## config.mk

```make
export PLATFORM = sky130hd
export DESIGN_NAME = wlss_seq
export DESIGN_NICKNAME = d
export VERILOG_FILES = /design/src/hdl/wlss_pkg.sv /design/src/hdl/wlss_seq.sv
export SDC_FILE = /design/constraint.sdc
export NUM_CORES = 1
export LEC_CHECK = 0
export ABC_AREA = 1
export BUFFER_PORTS_ARGS = -buffer_cell sky130_fd_sc_hd__buf_2
export CAP_MARGIN = 20
export CORE_AREA = 2 2 39 41
export CTS_BUF_LIST = sky130_fd_sc_hd__clkbuf_8
export DETAILED_ROUTE_END_ITERATION = 10
export DIE_AREA = 0 0 41 43
export PLACE_DENSITY = 0.68
export SLEW_MARGIN = 20
export SYNTH_ARGS = -nofsm -noshare
export SYNTH_HDL_FRONTEND = slang
export SYNTH_SLANG_ARGS = --single-unit
```

## constraint.sdc

```tcl
create_clock -name clk -period 2.4 [get_ports clk]
set_input_delay 0.12 -clock clk [delete_from_list [all_inputs] [get_ports clk]]
set_output_delay 0.12 -clock clk [all_outputs]
set_load 0.05 [all_outputs]
```

## src/hdl/wlss_pkg.sv

```systemverilog
package wlss_pkg;

    localparam int SLOT_BYTES_DEF  = 30;
    localparam int STORE_BYTES_DEF = 512;
    localparam int SLOT_IDX_W      = 5;
    localparam logic [7:0] ERASED  = 8'hFF;

    typedef logic [3:0] step_t;

    localparam step_t S_IDLE    = 4'd0;
    localparam step_t S_DISP    = 4'd1;
    localparam step_t S_RD_CHK  = 4'd2;
    localparam step_t S_RD_ADDR = 4'd3;
    localparam step_t S_RD_EMIT = 4'd4;
    localparam step_t S_RD_NEXT = 4'd5;
    localparam step_t S_RD_LOOP = 4'd6;
    localparam step_t S_NF      = 4'd7;
    localparam step_t S_NF_END  = 4'd8;
    localparam step_t S_CP_RD   = 4'd9;
    localparam step_t S_CP_WR   = 4'd10;
    localparam step_t S_CP_NEXT = 4'd11;
    localparam step_t S_CP_ACK  = 4'd12;
    localparam step_t S_CP_END  = 4'd13;

    typedef enum logic [1:0] {
        E_NONE,
        E_READ,
        E_NOT_FOUND,
        E_ACK
    } emit_t;

    typedef enum logic [2:0] {
        C_NEVER,
        C_ALWAYS,
        C_IDLE_HOLD,
        C_OP_STORE,
        C_EMPTY,
        C_CNT_LAST,
        C_OUT_BUSY
    } cond_t;

    typedef struct packed {
        logic  take_in;
        emit_t emit;
        logic  clr_cnt;
        logic  inc_cnt;
        logic  rd_store;
        logic  rd_buf;
        logic  wr_store;
        logic  clr_any;
        logic  commit;
    } ctrl_t;

    typedef struct packed {
        logic idle_hold;
        logic op_store;
        logic empty;
        logic cnt_last;
        logic out_busy;
    } stat_t;

    typedef struct packed {
        ctrl_t ctrl;
        cond_t cond;
        step_t target;
    } uword_t;

    function automatic uword_t ucode(step_t s);
        uword_t w;
        w.ctrl.take_in  = 1'b0;
        w.ctrl.emit     = E_NONE;
        w.ctrl.clr_cnt  = 1'b0;
        w.ctrl.inc_cnt  = 1'b0;
        w.ctrl.rd_store = 1'b0;
        w.ctrl.rd_buf   = 1'b0;
        w.ctrl.wr_store = 1'b0;
        w.ctrl.clr_any  = 1'b0;
        w.ctrl.commit   = 1'b0;
        w.cond          = C_NEVER;
        w.target        = S_IDLE;
        case (s)
            S_IDLE:
            begin
                w.ctrl.take_in = 1'b1;
                w.cond         = C_IDLE_HOLD;
                w.target       = S_IDLE;
            end
            S_DISP:
            begin
                w.ctrl.clr_cnt = 1'b1;
                w.ctrl.clr_any = 1'b1;
                w.cond         = C_OP_STORE;
                w.target       = S_CP_RD;
            end
            S_RD_CHK:
            begin
                w.cond   = C_EMPTY;
                w.target = S_NF;
            end
            S_RD_ADDR:
            begin
                w.ctrl.rd_store = 1'b1;
            end
            S_RD_EMIT:
            begin
                w.ctrl.emit = E_READ;
                w.cond      = C_OUT_BUSY;
                w.target    = S_RD_EMIT;
            end
            S_RD_NEXT:
            begin
                w.ctrl.inc_cnt = 1'b1;
                w.cond         = C_CNT_LAST;
                w.target       = S_IDLE;
            end
            S_RD_LOOP:
            begin
                w.cond   = C_ALWAYS;
                w.target = S_RD_ADDR;
            end
            S_NF:
            begin
                w.ctrl.emit = E_NOT_FOUND;
                w.cond      = C_OUT_BUSY;
                w.target    = S_NF;
            end
            S_NF_END:
            begin
                w.cond   = C_ALWAYS;
                w.target = S_IDLE;
            end
            S_CP_RD:
            begin
                w.ctrl.rd_buf = 1'b1;
            end
            S_CP_WR:
            begin
                w.ctrl.wr_store = 1'b1;
                w.cond          = C_CNT_LAST;
                w.target        = S_CP_ACK;
            end
            S_CP_NEXT:
            begin
                w.ctrl.inc_cnt = 1'b1;
                w.cond         = C_ALWAYS;
                w.target       = S_CP_RD;
            end
            S_CP_ACK:
            begin
                w.ctrl.emit = E_ACK;
                w.cond      = C_OUT_BUSY;
                w.target    = S_CP_ACK;
            end
            S_CP_END:
            begin
                w.ctrl.commit = 1'b1;
                w.cond        = C_ALWAYS;
                w.target      = S_IDLE;
            end
            default:
            begin
                w.cond   = C_ALWAYS;
                w.target = S_IDLE;
            end
        endcase
        return w;
    endfunction

endpackage

```

## src/hdl/wlss_seq.sv

```systemverilog
module wlss_seq (
    input  logic            clk,
    input  logic            rst_n,
    input  wlss_pkg::stat_t stat,
    output wlss_pkg::ctrl_t ctrl
);

    wlss_pkg::step_t  pc_reg;
    wlss_pkg::step_t  pc_next;
    wlss_pkg::uword_t uword;
    logic             cond_true;

    assign uword = wlss_pkg::ucode(pc_reg);
    assign ctrl  = uword.ctrl;

    always_comb
    begin
        case (uword.cond)
            wlss_pkg::C_NEVER:     cond_true = 1'b0;
            wlss_pkg::C_ALWAYS:    cond_true = 1'b1;
            wlss_pkg::C_IDLE_HOLD: cond_true = stat.idle_hold;
            wlss_pkg::C_OP_STORE:  cond_true = stat.op_store;
            wlss_pkg::C_EMPTY:     cond_true = stat.empty;
            wlss_pkg::C_CNT_LAST:  cond_true = stat.cnt_last;
            wlss_pkg::C_OUT_BUSY:  cond_true = stat.out_busy;
            default:               cond_true = 1'b1;
        endcase
        pc_next = cond_true ? uword.target : pc_reg + 4'd1;
    end

    always_ff @(posedge clk or negedge rst_n)
    begin
        if (!rst_n)
        begin
            pc_reg <= wlss_pkg::S_IDLE;
        end
        else
        begin
            pc_reg <= pc_next;
        end
    end

endmodule

```

==> impl_metrics.yaml, run 1 <==
synthesis:
  netlist_area_um2: 594
  ys_seq_area_frac: 0.168
  yosys_register_bits: 4
  syn-instance-count: 90
  avgSynthCellArea_um2: 6.60
  synth_cell_types: 19
  synth_warnings: 0
  synth.net_count: 101
clock_tree:
  clock-root-buffer: "clkbuf_8"
  cts_resized: 0
  clock_path_buffers: 2
  clk_latency_ns: 0.21
  cts_htree_levels: 1
  cts_made_buffers: 3
  cts_tree: "yes"
  clk_pin_slew_ns: 0.03
  numClockSinks: 4
sta:
  post-route-min-period_ns: 1.82
  finalCritPeriodShare: 0.756
  setup_tns_ns: 0
  finalHoldViolCount: 0
  hold_ws_ns: 0.238
  rsz0062_at_grt: "no"
  relSlewSlack: 0.753
  skew_ns: 0.000356
  worst_slew_pin_slew_ns: 0.371
  setup_violations: 0
  fmax_mhz: 551
  drv_slew: 0
  setup_ws_ns: 0.585
floorplan:
  core-area_mm2: 0.00138
  die-width_um: 41
  rows: 14
  die_h_um: 43
  start_util: 0.429
  pin_count: 17
  dieArea_mm2: 0.00176
detailed_routing:
  dr.first_iter.drc_count: 9
  vias: 616
  drt_wl_total_um: 1250
  drc: 0
  antenna_left: 0
  first_pass_iters: 4
  wire_per_inst_um: 10.1
  via_per_inst: 4.97
placed_design:
  port_buffers: 16
  dpl.hpwl_um: 1050
  gp_congestion: 0.769
  placed_cell_area_um2: 681
  place_ws_ns: 0.609
power:
  ir_drop_v: 0.000751
  p_total_mw: 1.23
  power_density_mw_per_mm2: 1680
  p_leak_nw: 0.456
global_routing:
  grt_pass1_vias: 503
  grt_use_total: 0.171
  grt_max_degree: 11
  overflow: 0
  antenna_found_initial: 0
  grt_pass1_wl_um: 1990
worst_setup_path:
  end_kind: "flop"
  ff2ff_path_depth: 12
  critical_path_class: "flop to flop"
  cp.arrival_ns: 1.91
  critPathLaunchType: "flop"
  path_max_fanout: 5
  cp.required_ns: 2.50
worst_hold_path:
  hp-class: "input port to asynchronous set/reset pin"
final_layout:
  drive_above_1_share: 0.361
  finalInstanceArea_um2: 732
  final_common_cell: "nand2_1"
  num-fill-cells: 135
  diodes: 0
  area_delta_synth_final_pct: 23.2
  nets: 121
  final_cell_mix: "nand2_1, buf_2, inv_1"
  largest_reg_flops: 4
run:
  cap_violations: 0
run_status:
  status: "complete, no violations"
[through the flow]
step	std cells	util
2_1_floorplan	90	-
3_3_place_gp	120	0.492
3_5_place_dp	120	0.492
4_1_cts	124	0.529
5_1_grt	124	0.529
6_report	124	0.529
[cell usage after synthesis]
cell type  count  area share
buf_4          1       0.013
ha_1           4       0.084
buf_6          1       0.019
nand2_4        2       0.038
nor3_1         2       0.017
nand3_2        6        0.10
nor2_2         1       0.011
nor2_1         6       0.038
nand2_1       24        0.15
nand4_1        6       0.063
nand3_1        7       0.059
nand2_2        4       0.042
xor2_1         1       0.015
inv_2          3       0.019
dfrtp_1        4        0.17
nand4_2        2       0.042
inv_1         12       0.076
nor2_4         1       0.019
o21ai_0        3       0.025
[critical path: stages, from the launching register on]
cell and delay (ns):
dfrtp_1 0.39, inv_1 0.10, ha_1 0.25, nand3_1 0.18
nand2_1 0.07, inv_1 0.13, nand4_1 0.13, nand2_2 0.10
inv_2 0.04, nand2_4 0.07, nand3_2 0.09, nand2_1 0.08
nand2_1 0.05
[final timing paths]
check                       endpoint  slack (ns)  startpoint
setup / recovery           pc_reg[3]        0.58   pc_reg[0]
min in group clk           pc_reg[1]        0.34     stat[1]
hold reg to reg            pc_reg[0]        0.69   pc_reg[0]
max in group asynchronous  pc_reg[1]        2.05       rst_n
hold / removal             pc_reg[0]        0.24       rst_n
setup reg to reg           pc_reg[3]        0.58   pc_reg[0]
[logic make-up after synthesis]
kind of cell | share of synthesized area
and+or+nand+nor | 0.581
buffers and inverters | 0.126
adders and majority gates | 0.0842
DFF | 0.168
AOI/OAI and AO/OA | 0.0253
xor gates and xnor gates | 0.0147
[layer usage]
| layer | track usage | routed length, um | share of wire |
|---|---|---|---|
| met5 | 0 | 0 | 0 |
| met1 | 0.203 | 540 | 0.43 |
| met4 | 0.100 | 0 | 0 |
| met2 | 0.259 | 635 | 0.51 |
| met3 | 0.0471 | 72 | 0.058 |
[repair_timing]
| item | 4_1_cts | 5_1_grt |
|---|---|---|
| setup buffers | 0 | 0 |
| hold buffers | 1 | 0 |
| endpoints found under the hold margin | 4 | 0 |
[report_power, final]
part | internal (mW) | switching [mW] | total, mW | leakage, nW
clock | 0.107 | 0.0318 | 0.138 | 0.0216
sequential | 0.101 | 0.0490 | 0.150 | 0.0513
combinational | 0.285 | 0.658 | 0.943 | 0.383
[final cells by class]
type / count / area, um2 / share of cell area
flip-flops and latches: 4 / 100 / 0.137
inverters: 15 / 56.3 / 0.0769
repair buffers: 17 / 90.1 / 0.123
multi-input cells: 69 / 424 / 0.579
well taps: 16 / 20.0 / 0.0274
clock buffers: 3 / 41.3 / 0.0564
No activity file was read; power rests on OpenSTA's default activity.
==> run 2, diff against run 1 <==
Settings changed: ABC_AREA 1 to 0, PLACE_DENSITY 0.68 to 0.72.
Clock period 2.4 ns to 1.6 ns, I/O delays scaled along.
==> run 2 against run 1 <==
Effect of this change:
- the flow now finishes with violations (negative setup slack)
- sequential share of layout area is 4.4 points lower
- via count is 9.4% higher
- fmax is 14% lower
- routed wire length is 58% higher
- sequential power is 73% higher
==> impl_metrics.yaml, run 2 <==
synthesis:
  syn-instance-count: 69
  synth_adder_area_share: 0.0826
  synth_area_leaders: "dfrtp_1, ha_1, a21oi_1"
  synth_flop_cell: "dfrtp_1"
  synth_warnings: 0
  synth.net_count: 80
  synth_top_family_by_area: "compound AO/OA/AOI/OAI gates"
  synth-compound-area-share: 0.320
  synth_area_leader_cell: "dfrtp_1"
  netlist_area_um2: 606
  synth_cell_types: 42
  synth_top_area_share: 0.165
  ys_seq_area_frac: 0.165
  yosysMostFrequentCell: "a21oi_1"
  synth_xor_area_frac: 0.0289
  synthArstFlopShare: 1.00
  yosys_register_bits: 4
  synth_edf_count: 0
  avgSynthCellArea_um2: 8.78
  synthSimpleGateAreaFrac: 0.233
  synthMuxAreaShare: 0.0930
  synthTopCellsByCount: "a21oi_1, and2_1, dfrtp_1, ha_1, nor2b_1"
floorplan:
  pin_count: 17
  rows: 14
  start_util: 0.438
  core-area_mm2: 0.00138
  die-width_um: 41
  dieArea_mm2: 0.00176
  die_h_um: 43
global_routing:
  antenna_found_initial: 0
  grt_pass1_vias: 651
  grt_max_degree: 10
  grt_pass1_wl_um: 2970
  overflow: 0
  grt_use_total: 0.263
detailed_routing:
  via_per_inst: 5.39
  first_pass_iters: 5
  dr.first_iter.drc_count: 5
  wire_per_inst_um: 15.8
  drc: 0
  antenna_left: 0
  vias: 674
  drt_wl_total_um: 1970
worst_setup_path:
  crit_end: "pc_reg[0]"
  cp.depth: 8
  critPathLaunchType: "flop"
  rrSetupSlack_ns: -0.51
  critical_path_class: "flop to flop"
  cp.required_ns: 1.70
  cp.arrival_ns: 2.22
  slowest_stage: "dfrtp_2"
  r2r-start: "pc_reg[0]"
  ff2ff_path_depth: 8
  cpLargestDelayFamily: "compound AO/OA/AOI/OAI gates"
  path_cells: "inv_4 > ha_4 > or2_4 > a2bb2oi_4 > nor4bb_4 > a311oi_4 > a21oi_4 > mux2_4"
  end_kind: "flop"
  path_buf_inv: 1
  crit_start: "pc_reg[0]"
  path_max_fanout: 4
  critPathMaxStageDelay_ns: 0.43
  r2r_end: "pc_reg[0]"
sta:
  rsz0062_at_grt: "yes"
  setup_violations: 10
  hold_ws_ns: 0.226
  fmax_mhz: 473
  post-route-min-period_ns: 2.11
  finalHoldViolCount: 0
  skew_ns: 0.00571
  setup_ws_ns: -0.513
  worst_slew_pin_slew_ns: 0.381
  relSlewSlack: 0.746
  finalCritPeriodShare: 1.32
  setup_tns_ns: -2.31
  drv_slew: 0
run_status:
  violations: "negative setup slack"
  status: "complete, but fails checks"
placed_design:
  dpl.hpwl_um: 1220
  placed_cells: 116
  gp_congestion: 0.809
  port_buffers: 16
power:
  p_total_mw: 2.95
  power_density_mw_per_mm2: 2660
  p_leak_nw: 0.522
  ir_drop_v: 0.00170
final_layout:
  drive_above_1_share: 0.679
  final_cell_mix: "buf_4, buf_2, a21oi_1"
  diodes: 0
  instances_no_fill: 125
  area_delta_synth_final_pct: 82.9
  fin_util: 0.800
  final_common_cell: "buf_4"
  nets: 122
  largest_reg_flops: 4
  num-fill-cells: 94
worst_hold_path:
  hp-class: "input port to asynchronous set/reset pin"
clock_tree:
  cts_htree_levels: 1
  cts_made_buffers: 3
  numClockSinks: 4
  clk_pin_slew_ns: 0.04
  clock_path_buffers: 2
  clk_latency_ns: 0.23
  cts_tree: "yes"
  clock-root-buffer: "clkbuf_8"
run:
  cap_violations: 0
run 2: per-layer routing:
metal	share of wire	vias to the layer above	global-route usage
met3	0.046	8	0.0733
met1	0.42	316	0.312
met2	0.49	23	0.378
met5	0	-	0
met4	0.047	0	0.200
li1	-	327	-
run 2: cells by family (layout without fill, tap and decap cells):
group / count (synthesis) / in the layout
simple gates: 22 / 22
buf+inv: 9 / 49
mux: 5 / 5
fa+ha+maj: 4 / 4
xor+xnor: 2 / 2
compound gates: 23 / 23
flops: 4 / 4
run 2: stage by stage:
step / setup WS, ns / area (um2)
after detailed placement: -0.556 / 858
after CTS: -0.468 / 1080
after global placement: -0.506 / 858
after floorplan: -0.456 / 643
after global routing: -0.557 / 1110
final: -0.513 / 1110
run 2: worst min path at each step:
stage / end / slack, ns / depth (start not counted)
2_1_floorplan: pc_reg[0] / -0.22 / 0
3_3_place_gp: pc_reg[0] / -0.11 / 1
3_5_place_dp: pc_reg[0] / -0.11 / 1
4_1_cts: pc_reg[0] / 0.19 / 2
5_1_grt: pc_reg[1] / 0.24 / 2
6_report: pc_reg[1] / 0.23 / 2
run 2: repair_timing:
action | CTS | global route
hold buffers | 1 | 0
hold endpoints to repair | 4 | 0
gates resized for setup | 33 | 6
endpoints found under the setup margin | 10 | 12
setup buffers | 3 | 2
pin swaps | 7 | 4
run 2: area by class of cell:
class | count | area (um2) | share of cell area
clock buffer | 3 | 41.3 | 0.0373
tap | 16 | 20.0 | 0.0181
timing repair buffer | 42 | 323 | 0.292
sequential | 4 | 103 | 0.0927
inverter | 4 | 20.0 | 0.0181
multi-input combinational | 56 | 601 | 0.542
run 2: power by group:
group / total [mW] / internal [mW] / switching [mW]
Sequential: 0.259 / 0.156 / 0.102
Combinational: 2.46 / 1.24 / 1.22
Clock: 0.226 / 0.161 / 0.0643
Total: 2.95 / 1.56 / 1.39
run 2: worst reg2reg max path, delay by kind of cell, from the launching register on:
family	cells	cell delay [ns]
AO/OA/AOI/OAI	3	0.67
flip-flops	1	0.43
AND/OR/NAND/NOR	2	0.35
multiplexers	1	0.32
adder cells (fa/ha/maj)	1	0.17
buffers and inverters	1	0.07
==> run 3, diff against run 2 <==
Clock period 1.6 ns to 1.75 ns, I/O delays scaled along.
==> run 3 against run 2 <==
Effect of this change:
- the flow still finishes with violations (negative setup slack)
- sequential share of layout area fell by 0.56 points
- first-iteration DRC count rose by 40%
- flip-flop and latch count did not move
- largest cell class unchanged
- combinational power fell by 4%
- setup slack improved by 0.13 ns
- critical endpoint is now pc_reg[2]
- clock skew fell by 0.0037 ns
- register-to-register slack improved by 0.13 ns
- global-route usage fell by 0.96 points
- worst hold slack got worse by 0.00060 ns
- critical path depth rose by 2
- design area rose by 3.8%
- cell count rose by 6.4%
==> impl_metrics.yaml, run 3 (synthesis results as in run 2) <==
final_layout:
  area_delta_synth_final_pct: 89.9
  fin_util: 0.831
  finalInstanceArea_mm2: 0.00115
  num-fill-cells: 74
  nets: 130
  final_common_cell: "buf_4"
  seqCellArea_um2: 100
  drive_above_1_share: 0.667
  multiInputGateArea_um2: 608
  diodes: 0
  largest_reg_flops: 4
  final_cell_mix: "buf_4, buf_2, a21oi_1"
floorplan:
  die-width_um: 41
  pin_count: 17
  start_util: 0.438
  dieArea_mm2: 0.00176
  die_h_um: 43
  core-area_mm2: 0.00138
  rows: 14
detailed_routing:
  drt_wl_total_um: 1980
  wire_per_inst_um: 14.9
  vias: 699
  dr.first_iter.drc_count: 7
  first_pass_iters: 4
  via_per_inst: 5.26
  drc: 0
  antenna_left: 0
clock_tree:
  numClockSinks: 4
  cts_made_buffers: 3
  clock-root-buffer: "clkbuf_8"
  clk_latency_ns: 0.21
  cts_htree_levels: 1
  cts_tree: "yes"
  clk_pin_slew_ns: 0.03
  clock_path_buffers: 2
sta:
  post-route-min-period_ns: 2.13
  setup_violations: 4
  skew_ns: 0.00199
  setup_ws_ns: -0.381
  rsz0062_at_grt: "yes"
  fmax_mhz: 469
  worst_slew_pin_slew_ns: 0.340
  finalCritPeriodShare: 1.22
  drv_slew: 0
  hold_ws_ns: 0.226
  relSlewSlack: 0.773
  finalHoldViolCount: 0
run_status:
  violations: "negative setup slack"
  status: "complete, but fails checks"
power:
  p_int_mw: 1.50
  clockPowerShare: 0.069
  power_density_mw_per_mm2: 2400
  p_sw_frac: 0.458
  ir_drop_v: 0.00164
  p_comb_frac: 0.854
  p_leak_nw: 0.562
  p_switching_mw: 1.26
  seqPwrFrac: 0.077
run:
  cap_violations: 0
global_routing:
  grt_use_total: 0.253
  met1_usage: 0.317
  grt_max_degree: 15
  grtUsageMet3: 0.0628
  top_usage_layer: "met2"
  grt_pass1_wl_um: 2930
  antenna_found_initial: 0
  overflow: 0
  grt_pass1_vias: 655
  use_met2: 0.381
placed_design:
  port_buffers: 16
  gp_congestion: 0.842
  dpl.hpwl_um: 1230
  placed_cell_area_um2: 866
worst_setup_path:
  end_kind: "flop"
  r2r_end: "pc_reg[2]"
  rrSetupSlack_ns: -0.38
  ff2ff_path_depth: 10
  critPathLaunchType: "flop"
  crit_start: "pc_reg[1]"
  cp.required_ns: 1.88
  cp.arrival_ns: 2.26
  crit_end: "pc_reg[2]"
  r2r-start: "pc_reg[1]"
  path_max_fanout: 3
  critical_path_class: "flop to flop"
worst_hold_path:
  hp-class: "input port to asynchronous set/reset pin"
-- run 3: area by class of cell --
type / instances / area share
inverter: 4 / 0.0131
clock buffer: 3 / 0.0359
sequential: 4 / 0.0871
timing repair buffer: 50 / 0.318
tap: 16 / 0.0174
multi-input combinational: 56 / 0.529
-- run 3: metrics by stage --
stage | cells | setup WS, ns | power, mW | TNS (ns)
global route | 133 | -0.451 | 2.91 | -1.70
finish | 133 | -0.381 | 2.76 | -1.41
floorplan | 69 | -0.306 | 1.44 | -1.04
detailed placement | 117 | -0.375 | 1.92 | -1.40
CTS | 132 | -0.332 | 2.64 | -1.25
global placement | 117 | -0.354 | 1.89 | -1.24
-- run 3: timing repair --
item | 4_1_cts | 5_1_grt
hold endpoints to repair | 4 | 0
buffers inserted | 11 | 1
gates resized for setup | 23 | 7
pin swaps | 9 | 1
setup endpoints to repair | 9 | 9
hold buffers | 1 | 0
-- run 3: worst max-delay path, cell delays in order (launching register included) --
cell	delay, ns
dfrtp_1	0.40
buf_6	0.15
ha_4	0.17
buf_4	0.13
buf_4	0.12
buf_4	0.14
o21ai_1	0.27
a311oi_4	0.10
buf_4	0.16
a211oi_4	0.20
mux2i_1	0.21
-- run 3: power groups by stage --
| stage | Sequential [mW] | Clock [mW] | Combinational, mW |
|---|---|---|---|
| 5_1_grt | 0.219 | 0.197 | 2.50 |
| 2_1_floorplan | 0.174 | 0 | 1.27 |
| 4_1_cts | 0.204 | 0.195 | 2.24 |
| 6_report | 0.214 | 0.190 | 2.36 |
| 3_3_place_gp | 0.189 | 0 | 1.70 |
| 3_5_place_dp | 0.191 | 0 | 1.73 |
-- run 3: layer usage --
layer | vias up | wire length [um] | part of all wire
met5 | - | 0 | 0
met4 | 0 | 42 | 0.021
met3 | 4 | 91 | 0.046
met2 | 25 | 992 | 0.50
met1 | 329 | 856 | 0.43
li1 | 341 | - | -
-- run 3: how the worst min path moves through the flow --
stage | startpoint | endpoint | slack, ns
floorplan | rst_n | pc_reg[0] | -0.21
global placement | rst_n | pc_reg[1] | -0.10
detailed placement | rst_n | pc_reg[1] | -0.10
CTS | rst_n | pc_reg[0] | 0.21
global route | rst_n | pc_reg[0] | 0.25
finish | rst_n | pc_reg[0] | 0.23
